File: src/rtl/task_burst_core_classifier_assert.svh
// Assertion macros for the classifier RTL.
// Expects clk and rst_n in the scope where a macro is used.
`ifndef TASK_BURST_CORE_CLASSIFIER_ASSERT_SVH
`define TASK_BURST_CORE_CLASSIFIER_ASSERT_SVH
// same-cycle implication
`define TBCC_ASSERT_IMP(label, ante, cons, msg) \
  label: assert property (@(posedge clk) disable iff (!rst_n) (ante) |-> (cons)) \
    else $error(msg);
// next-cycle implication
`define TBCC_ASSERT_NEXT(label, ante, cons, msg) \
  label: assert property (@(posedge clk) disable iff (!rst_n) (ante) |=> (cons)) \
    else $error(msg);
`endif

File: src/rtl/tbcc_pkg.sv
// Shared constants, codes and controller/datapath structs for the classifier.
// No dependencies.
`timescale 1ns / 1ps
`default_nettype none
package tbcc_pkg;
  localparam int HINT_SLOTS = 256;
  localparam int TASK_SLOTS = 256;
  localparam int HINT_IW = (HINT_SLOTS > 1) ? $clog2(HINT_SLOTS) : 1;
  localparam int TASK_IW = (TASK_SLOTS > 1) ? $clog2(TASK_SLOTS) : 1;
  localparam int HINT_CW = $clog2(HINT_SLOTS + 1);
  localparam int TASK_CW = $clog2(TASK_SLOTS + 1);
  localparam int SCAN_CW = (HINT_CW > TASK_CW) ? HINT_CW : TASK_CW;

  localparam int ID_W     = 22;
  localparam int VAL_W    = 48;
  localparam int ENT_W    = ID_W + VAL_W;
  localparam int WT_W     = 8;
  localparam int TOT_W    = WT_W + 2;
  localparam int PROD_W   = VAL_W + WT_W + 1;
  localparam int IO_NS_W  = 26;
  localparam int IO_W     = IO_NS_W + WT_W;
  localparam int SUM_W    = PROD_W + 1;
  localparam int DCNT_W   = $clog2(SUM_W + 1);
  localparam int PLACE_W  = 2;
  localparam int IN_FLD_W = ID_W + VAL_W;
  localparam int IN_DATA_W  = ((IN_FLD_W + 7) / 8) * 8;
  localparam int OUT_FLD_W  = PLACE_W + VAL_W + 2;
  localparam int OUT_DATA_W = ((OUT_FLD_W + 7) / 8) * 8;
  localparam int CFG_IDX_W  = 3;

  localparam longint unsigned NS_PER_MS   = 64'd1000000;
  localparam longint unsigned IO_TERM_NS  = 64'd50 * NS_PER_MS;
  localparam logic [IO_NS_W-1:0] IO_TERM  = IO_NS_W'(IO_TERM_NS);
  localparam logic [VAL_W-1:0] NEW_PRED   = 48'd20000000;
  localparam logic [TOT_W-1:0] ZERO_WT_DIV = 10'd100;

  localparam logic [VAL_W-1:0] LITTLE_RST = 48'd5000000;
  localparam logic [VAL_W-1:0] BIG_RST    = 48'd50000000;
  localparam logic [WT_W-1:0]  WLAST_RST  = 8'd50;
  localparam logic [WT_W-1:0]  WPHASE_RST = 8'd30;
  localparam logic [WT_W-1:0]  WIO_RST    = 8'd20;

  localparam logic [CFG_IDX_W-1:0] REG_LITTLE = 3'd0;
  localparam logic [CFG_IDX_W-1:0] REG_BIG    = 3'd1;
  localparam logic [CFG_IDX_W-1:0] REG_WLAST  = 3'd2;
  localparam logic [CFG_IDX_W-1:0] REG_WPHASE = 3'd3;
  localparam logic [CFG_IDX_W-1:0] REG_WIO    = 3'd4;

  localparam logic [PLACE_W-1:0] PLACE_LITTLE = 2'd0;
  localparam logic [PLACE_W-1:0] PLACE_BIG    = 2'd1;
  localparam logic [PLACE_W-1:0] PLACE_ANY    = 2'd2;
  localparam logic [PLACE_W-1:0] PLACE_NONE   = 2'd3;

  typedef struct packed {
    logic load;
    logic scan_start;
    logic scan_task;
    logic hint_write;
    logic task_take;
    logic hint_take;
    logic mul_en;
    logic sum_en;
    logic div_start;
    logic pred_hint;
    logic pred_div;
    logic grade;
    logic out_load;
  } cmd_t;

  typedef struct packed {
    logic scan_done;
    logic op_classify;
    logic pid_zero;
    logic task_ok;
    logic hint_nz;
    logic div_done;
    logic out_free;
  } sts_t;
endpackage
`default_nettype wire

File: src/rtl/tbcc_ctrl.sv
// Sequencing state machine: drives datapath commands from its status.
// Depends on tbcc_pkg.
`timescale 1ns / 1ps
`default_nettype none
module tbcc_ctrl (
  input  wire logic           clk,
  input  wire logic           rst_n,
  input  wire logic           in_tvalid,
  output logic                in_tready,
  input  wire tbcc_pkg::sts_t sts,
  output tbcc_pkg::cmd_t      cmd
);
  import tbcc_pkg::*;

  localparam logic [3:0] S_IDLE  = 4'd0;
  localparam logic [3:0] S_DEC   = 4'd1;
  localparam logic [3:0] S_HSCAN = 4'd2;
  localparam logic [3:0] S_TSCAN = 4'd3;
  localparam logic [3:0] S_TCHK  = 4'd4;
  localparam logic [3:0] S_HLOOK = 4'd5;
  localparam logic [3:0] S_HCHK  = 4'd6;
  localparam logic [3:0] S_SUM   = 4'd7;
  localparam logic [3:0] S_DIVS  = 4'd8;
  localparam logic [3:0] S_DIVW  = 4'd9;
  localparam logic [3:0] S_GRADE = 4'd10;
  localparam logic [3:0] S_FIN   = 4'd11;

  logic [3:0] state_r, state_nxt;

  always_comb begin
    state_nxt = state_r;
    cmd       = '0;
    case (state_r)
      S_IDLE: begin
        if (in_tvalid && in_tready) begin
          cmd.load  = 1'b1;
          state_nxt = S_DEC;
        end
      end
      S_DEC: begin
        if (!sts.op_classify) begin
          cmd.scan_start = 1'b1;
          state_nxt      = S_HSCAN;
        end else if (sts.pid_zero) begin
          state_nxt = S_FIN;
        end else begin
          cmd.scan_start = 1'b1;
          cmd.scan_task  = 1'b1;
          state_nxt      = S_TSCAN;
        end
      end
      S_HSCAN: begin
        if (sts.scan_done) begin
          cmd.hint_write = 1'b1;
          state_nxt      = S_FIN;
        end
      end
      S_TSCAN: begin
        if (sts.scan_done) begin
          cmd.task_take = 1'b1;
          state_nxt     = S_TCHK;
        end
      end
      S_TCHK: begin
        if (sts.task_ok) begin
          cmd.scan_start = 1'b1;
          state_nxt      = S_HLOOK;
        end else begin
          state_nxt = S_FIN;
        end
      end
      S_HLOOK: begin
        if (sts.scan_done) begin
          cmd.hint_take = 1'b1;
          state_nxt     = S_HCHK;
        end
      end
      S_HCHK: begin
        if (sts.hint_nz) begin
          cmd.pred_hint = 1'b1;
          state_nxt     = S_GRADE;
        end else begin
          cmd.mul_en = 1'b1;
          state_nxt  = S_SUM;
        end
      end
      S_SUM: begin
        cmd.sum_en = 1'b1;
        state_nxt  = S_DIVS;
      end
      S_DIVS: begin
        cmd.div_start = 1'b1;
        state_nxt     = S_DIVW;
      end
      S_DIVW: begin
        if (sts.div_done) begin
          cmd.pred_div = 1'b1;
          state_nxt    = S_GRADE;
        end
      end
      S_GRADE: begin
        cmd.grade = 1'b1;
        state_nxt = S_FIN;
      end
      S_FIN: begin
        if (sts.out_free) begin
          cmd.out_load = 1'b1;
          state_nxt    = S_IDLE;
        end
      end
      default: begin
        state_nxt = S_IDLE;
      end
    endcase
  end

  always_ff @(posedge clk) begin
    if (!rst_n) begin
      state_r <= S_IDLE;
    end else begin
      state_r <= state_nxt;
    end
  end

  // no request is taken while reset is held
  assign in_tready = rst_n && (state_r == S_IDLE);
endmodule
`default_nettype wire

File: config.mk
export PLATFORM = sky130hd
export DESIGN_NAME = tbcc_ctrl
export DESIGN_NICKNAME = d
export VERILOG_FILES = /design/src/rtl/task_burst_core_classifier_assert.svh /design/src/rtl/tbcc_pkg.sv /design/src/rtl/tbcc_ctrl.sv
export SDC_FILE = /design/constraint.sdc
export NUM_CORES = 1
export LEC_CHECK = 0
export ABC_AREA = 1
export BUFFER_PORTS_ARGS = -buffer_cell sky130_fd_sc_hd__buf_2
export CORE_AREA = 2 2 39 41
export CTS_BUF_LIST = sky130_fd_sc_hd__clkbuf_8 sky130_fd_sc_hd__clkbuf_16
export DETAILED_ROUTE_END_ITERATION = 7
export DIE_AREA = 0 0 41 43
export PLACE_DENSITY = 0.7
export SLEW_MARGIN = 0
export SYNTH_ARGS = -nofsm -noshare
export SYNTH_HDL_FRONTEND = slang
export SYNTH_SLANG_ARGS = --single-unit
File: constraint.sdc
create_clock -name clk -period 1.1 [get_ports clk]
set_input_delay 0 -clock clk [delete_from_list [all_inputs] [get_ports clk]]
set_output_delay 0 -clock clk [all_outputs]
set_load 0.02 [all_outputs]
# Word level (Yosys, flattened, before mapping)
# Index checks and enable logic that the tools add are counted.
# W data, S select, Z words.
[word_totals]
out_inout_bits = 14
reg_bits = 4
inputBits = 10
[op_classes]
n_eq_ne = 17
n_mux = 34
n_reduce_logical = 4
[op_table]
columns = ["op", "count"]
rows = [
  ["$pmux W4 S12", 1],
  ["$mux W4", 10],
  ["$mux W1", 21],
  ["$eq A4 B3 Y1 const B", 4],
  ["$eq A4 B4 Y1 const B", 4],
  ["$ne A2 B2 Y1 const B", 6],
  ["$eq A4 B2 Y1 const B", 2],
  ["$reduce_and A6 Y1", 1],
  ["$eq A4 B1 Y1 const B", 1],
  ["$logic_not A4 Y1", 1],
  ["$logic_and A1 B1 Y1", 2],
  ["$mux W2", 1],
  ["$pmux W1 S2", 1],
]

# Longest topological paths before layout
[depth]
depth_word = 5
depth_mapped = 10

# Worst setup path after synthesis
# Ideal clock, no wire load.
[synth_timing]
path_kind = "reg2reg"
start = "register state_r[1]"
end = "register state_r[3]"
slack_ns = -0.092
stages_incl_launch_ff = 7
setup_time_ns = 0.064
arrival_ns = 1.128
period_less_slack_ns = 1.192
path_cell_list = "dfxtp_1 > nand2_1 > nor2_1 > nor3_1 > nand2_1 > nor2_1 > nor2_1"
[synth_via]
elab_chain_len = 5
elab_cells_between_ends = 22
cone_classes = "17 x eq/ne; 1 x mux; 4 x reduce/logical"
[synth_lines]
columns = ["item", "line_no", "text"]
rows = [
  ["from (decl)", "tbcc_ctrl.sv:28", "logic [3:0] state_r, state_nxt;"],
  ["from (signal assigned)", "tbcc_ctrl.sv:121", "state_r <= state_nxt;"],
  ["$logic_not A4 Y1", "tbcc_ctrl.sv:33, tbcc_ctrl.sv:126", ""],
  ["$logic_and A1 B1 Y1", "tbcc_ctrl.sv:126", "assign in_tready = rst_n && (state_r == S_IDLE);"],
  ["$logic_and A1 B1 Y1", "tbcc_ctrl.sv:35", "if (in_tvalid && in_tready) begin"],
  ["$ne A2 B2 Y1 (no source line)", "-", ""],
  ["$reduce_and A6 Y1 (no source line)", "-", ""],
]
# Parallel ways exist; a longest one is shown, timed or not.
# A chain may end at the register's enable or synchronous reset.

==> flow_summary.ini <==
[run_status]
status = finished with violations
violations = setup timing

[clock_network]
ctsHtreeMaxLevel = 1
hold_buffers = 0
cts_tree = done
clock_path_buffers = 2
cts-buffers-inserted = 3
clk_pin_slew_ns = 0.03
root_buffer = clkbuf_8
cts_sinks = 4
clk-insertion-delay-late_ns = 0.22

[global_route]
first_global_vias = 694
grt_max_degree = 8
track_usage_pct = 23.9
overflow = 0
grt_pass1_wl_um = 2860
antenna_found_initial = 0

[layout]
mostFrequentLayoutCell = nand2_1
area_delta_synth_final_pct = 133
regMostFlops = state_r
antenna-diode-count = 0
largest_register_ff_count = 4
num-nets-final = 154
final_cell_area_um2 = 1080
layout_common_cells = nand2_1 (20), buf_6 (18), buf_4 (15), nor2_1 (13)
fillers = 87
drive_gt1_share_pct = 65.5
fin_util_pct = 78.2
reg_top3 = state_r x4
final_cells = 158

[critical_path]
r2r_slack_ns = -0.21
worst-endpoint-required_ns = 1.10
crit_path_end_kind = output pin
crit_type = reg -> out
r2r.worst_path.cells = 9
crit_path_start_kind = flop
crit_arrival_ns = 1.32
worst-path-max-fanout = 5

[sta]
slew_headroom_pct = 82.0
drv_slew = 0
fin_worst_skew_ns = 0.00393
fmax_mhz = 757
worst_hold_slack_ns = 0.0508
period_needed_ns = 1.32
finalHoldViolCount = 0
rsz0062_at_grt = yes
setup_slack_ns = -0.221
period_share_pct = 120
tightest_slew_ns = 0.269
setup_violations = 16

[die]
start_util_pct = 33.6
rows = 14
io_pins = 24
dieArea_um2 = 1760
core_um2 = 1380
chipWidth_um = 41
die_y_um = 43

[pwr]
power.total_mw = 2.56
pwr_density_cell_nw_per_um2 = 2370
switching_share_pct = 49.0
p_seq_share_pct = 15.8
ir_worst_vdd_uv = 1620
p_leak_nw = 0.581
power_frac_comb_pct = 72.1
intPower_mw = 1.31
clkPwrFrac_pct = 12.2
p_sw_mw = 1.26

[hold_path]
hold_depth = 3
hp-class = in -> reg

[routing]
avgViaCountPerCell = 4.98
dr.pass1.iters = 4
drt-wirelength-per-cell_um = 13.4
drtAntennaViolNets = 0
drtIter0Drc = 13
vias = 787
wl_um = 2120
drcViolationCount = 0

[job]
cap_violations = 0

[placed_design]
io_buffers = 23
dp.cells = 150
place_area_um2 = 732
dp.final_hpwl_um = 1160
place.gp.congestion = 0.837

[logic_synthesis]
yosysUniqueCellTypes = 13
syn_nets = 107
synth.avg_cell_area_um2 = 4.80
netlist_area_um2 = 465
synth_top_area_cell = nand2_1
syn-instance-count = 97
synthTopCellsByArea = nand2_1 (26%), nor2_1 (21%), dfxtp_1 (17%)
yosys_warnings = 0
yosysSeqAreaShare_pct = 17.2
yosysTopAreaCellShare_pct = 25.8
synth-seq-cells = 4
-- final timing paths --
check | start | to
hold reg to reg | state_r[2]$_SDFFE_PN0P_ | state_r[2]$_SDFFE_PN0P_
hold / removal | rst_n | state_r[0]$_SDFFE_PN0P_
setup reg to reg | state_r[0]$_SDFFE_PN0P_ | state_r[2]$_SDFFE_PN0P_
setup / recovery | state_r[0]$_SDFFE_PN0P_ | cmd[7]
-- cell families after synthesis --
kind of cell / share of synthesized area (%)
simple gates: 66.9
buf+inv: 13.7
flops: 17.2
compound gates: 2.15
-- power by group through the flow --
stage / combinational (mW) / sequential (mW) / clock (mW)
after floorplan: 0.771 / 0.285 / 0
after global placement: 1.17 / 0.295 / 0
after detailed placement: 1.19 / 0.302 / 0
after CTS: 1.45 / 0.366 / 0.320
after global routing: 1.99 / 0.408 / 0.321
final: 1.85 / 0.404 / 0.312
-- layer usage --
| metal | vias to the layer above | global-route usage, % | share of wire, % |
|---|---|---|---|
| met1 | 364 | 28.1 | 38 |
| met5 | - | 0 | 0 |
| met4 | 0 | 17.3 | 3.4 |
| li1 | 386 | - | - |
| met3 | 8 | 4.71 | 4.4 |
| met2 | 29 | 36.3 | 54 |
-- layout make-up --
| cell class | instances | area [um2] | share of cell area, % |
|---|---|---|---|
| sequential | 4 | 95.1 | 8.79 |
| clock buffer | 3 | 41.3 | 3.82 |
| tap | 16 | 20.0 | 1.85 |
| multi-input combinational | 76 | 494 | 45.7 |
| timing repair buffer | 42 | 360 | 33.3 |
| inverter | 17 | 71.3 | 6.59 |
-- worst max-delay path, cell delays in order (launching register included) --
cell	delay, ns
dfxtp_4	0.42
inv_4	0.07
nor2_4	0.15
nand2_2	0.11
buf_6	0.14
nor2_4	0.08
buf_6	0.12
-- synthesized netlist by cell type --
cell       n
nor3b_1    1
nor2_1    26
nand2_1   32
nor3_1     3
nand4_1    2
dfxtp_1    4
nand3b_1   1
a21oi_1    2
inv_1     13
inv_2      4
nor2_2     2
nand3_1    4
nand2_2    3
-- metrics by stage --
step	worst slack [ns]	TNS, ns
3_3_place_gp	-0.110	-0.371
2_1_floorplan	-0.00661	-0.0198
3_5_place_dp	-0.140	-0.477
6_report	-0.221	-2.16
4_1_cts	-0.136	-1.22
5_1_grt	-0.312	-3.12
-- what timing repair did --
action | in CTS | in global routing
buffers inserted | 2 | 4
pin swaps | 6 | 19
setup endpoints to repair | 16 | 18
resized for setup | 44 | 39
hold endpoints to repair | 0 | 0
Note: power is estimated with default switching activity, not from simulation.
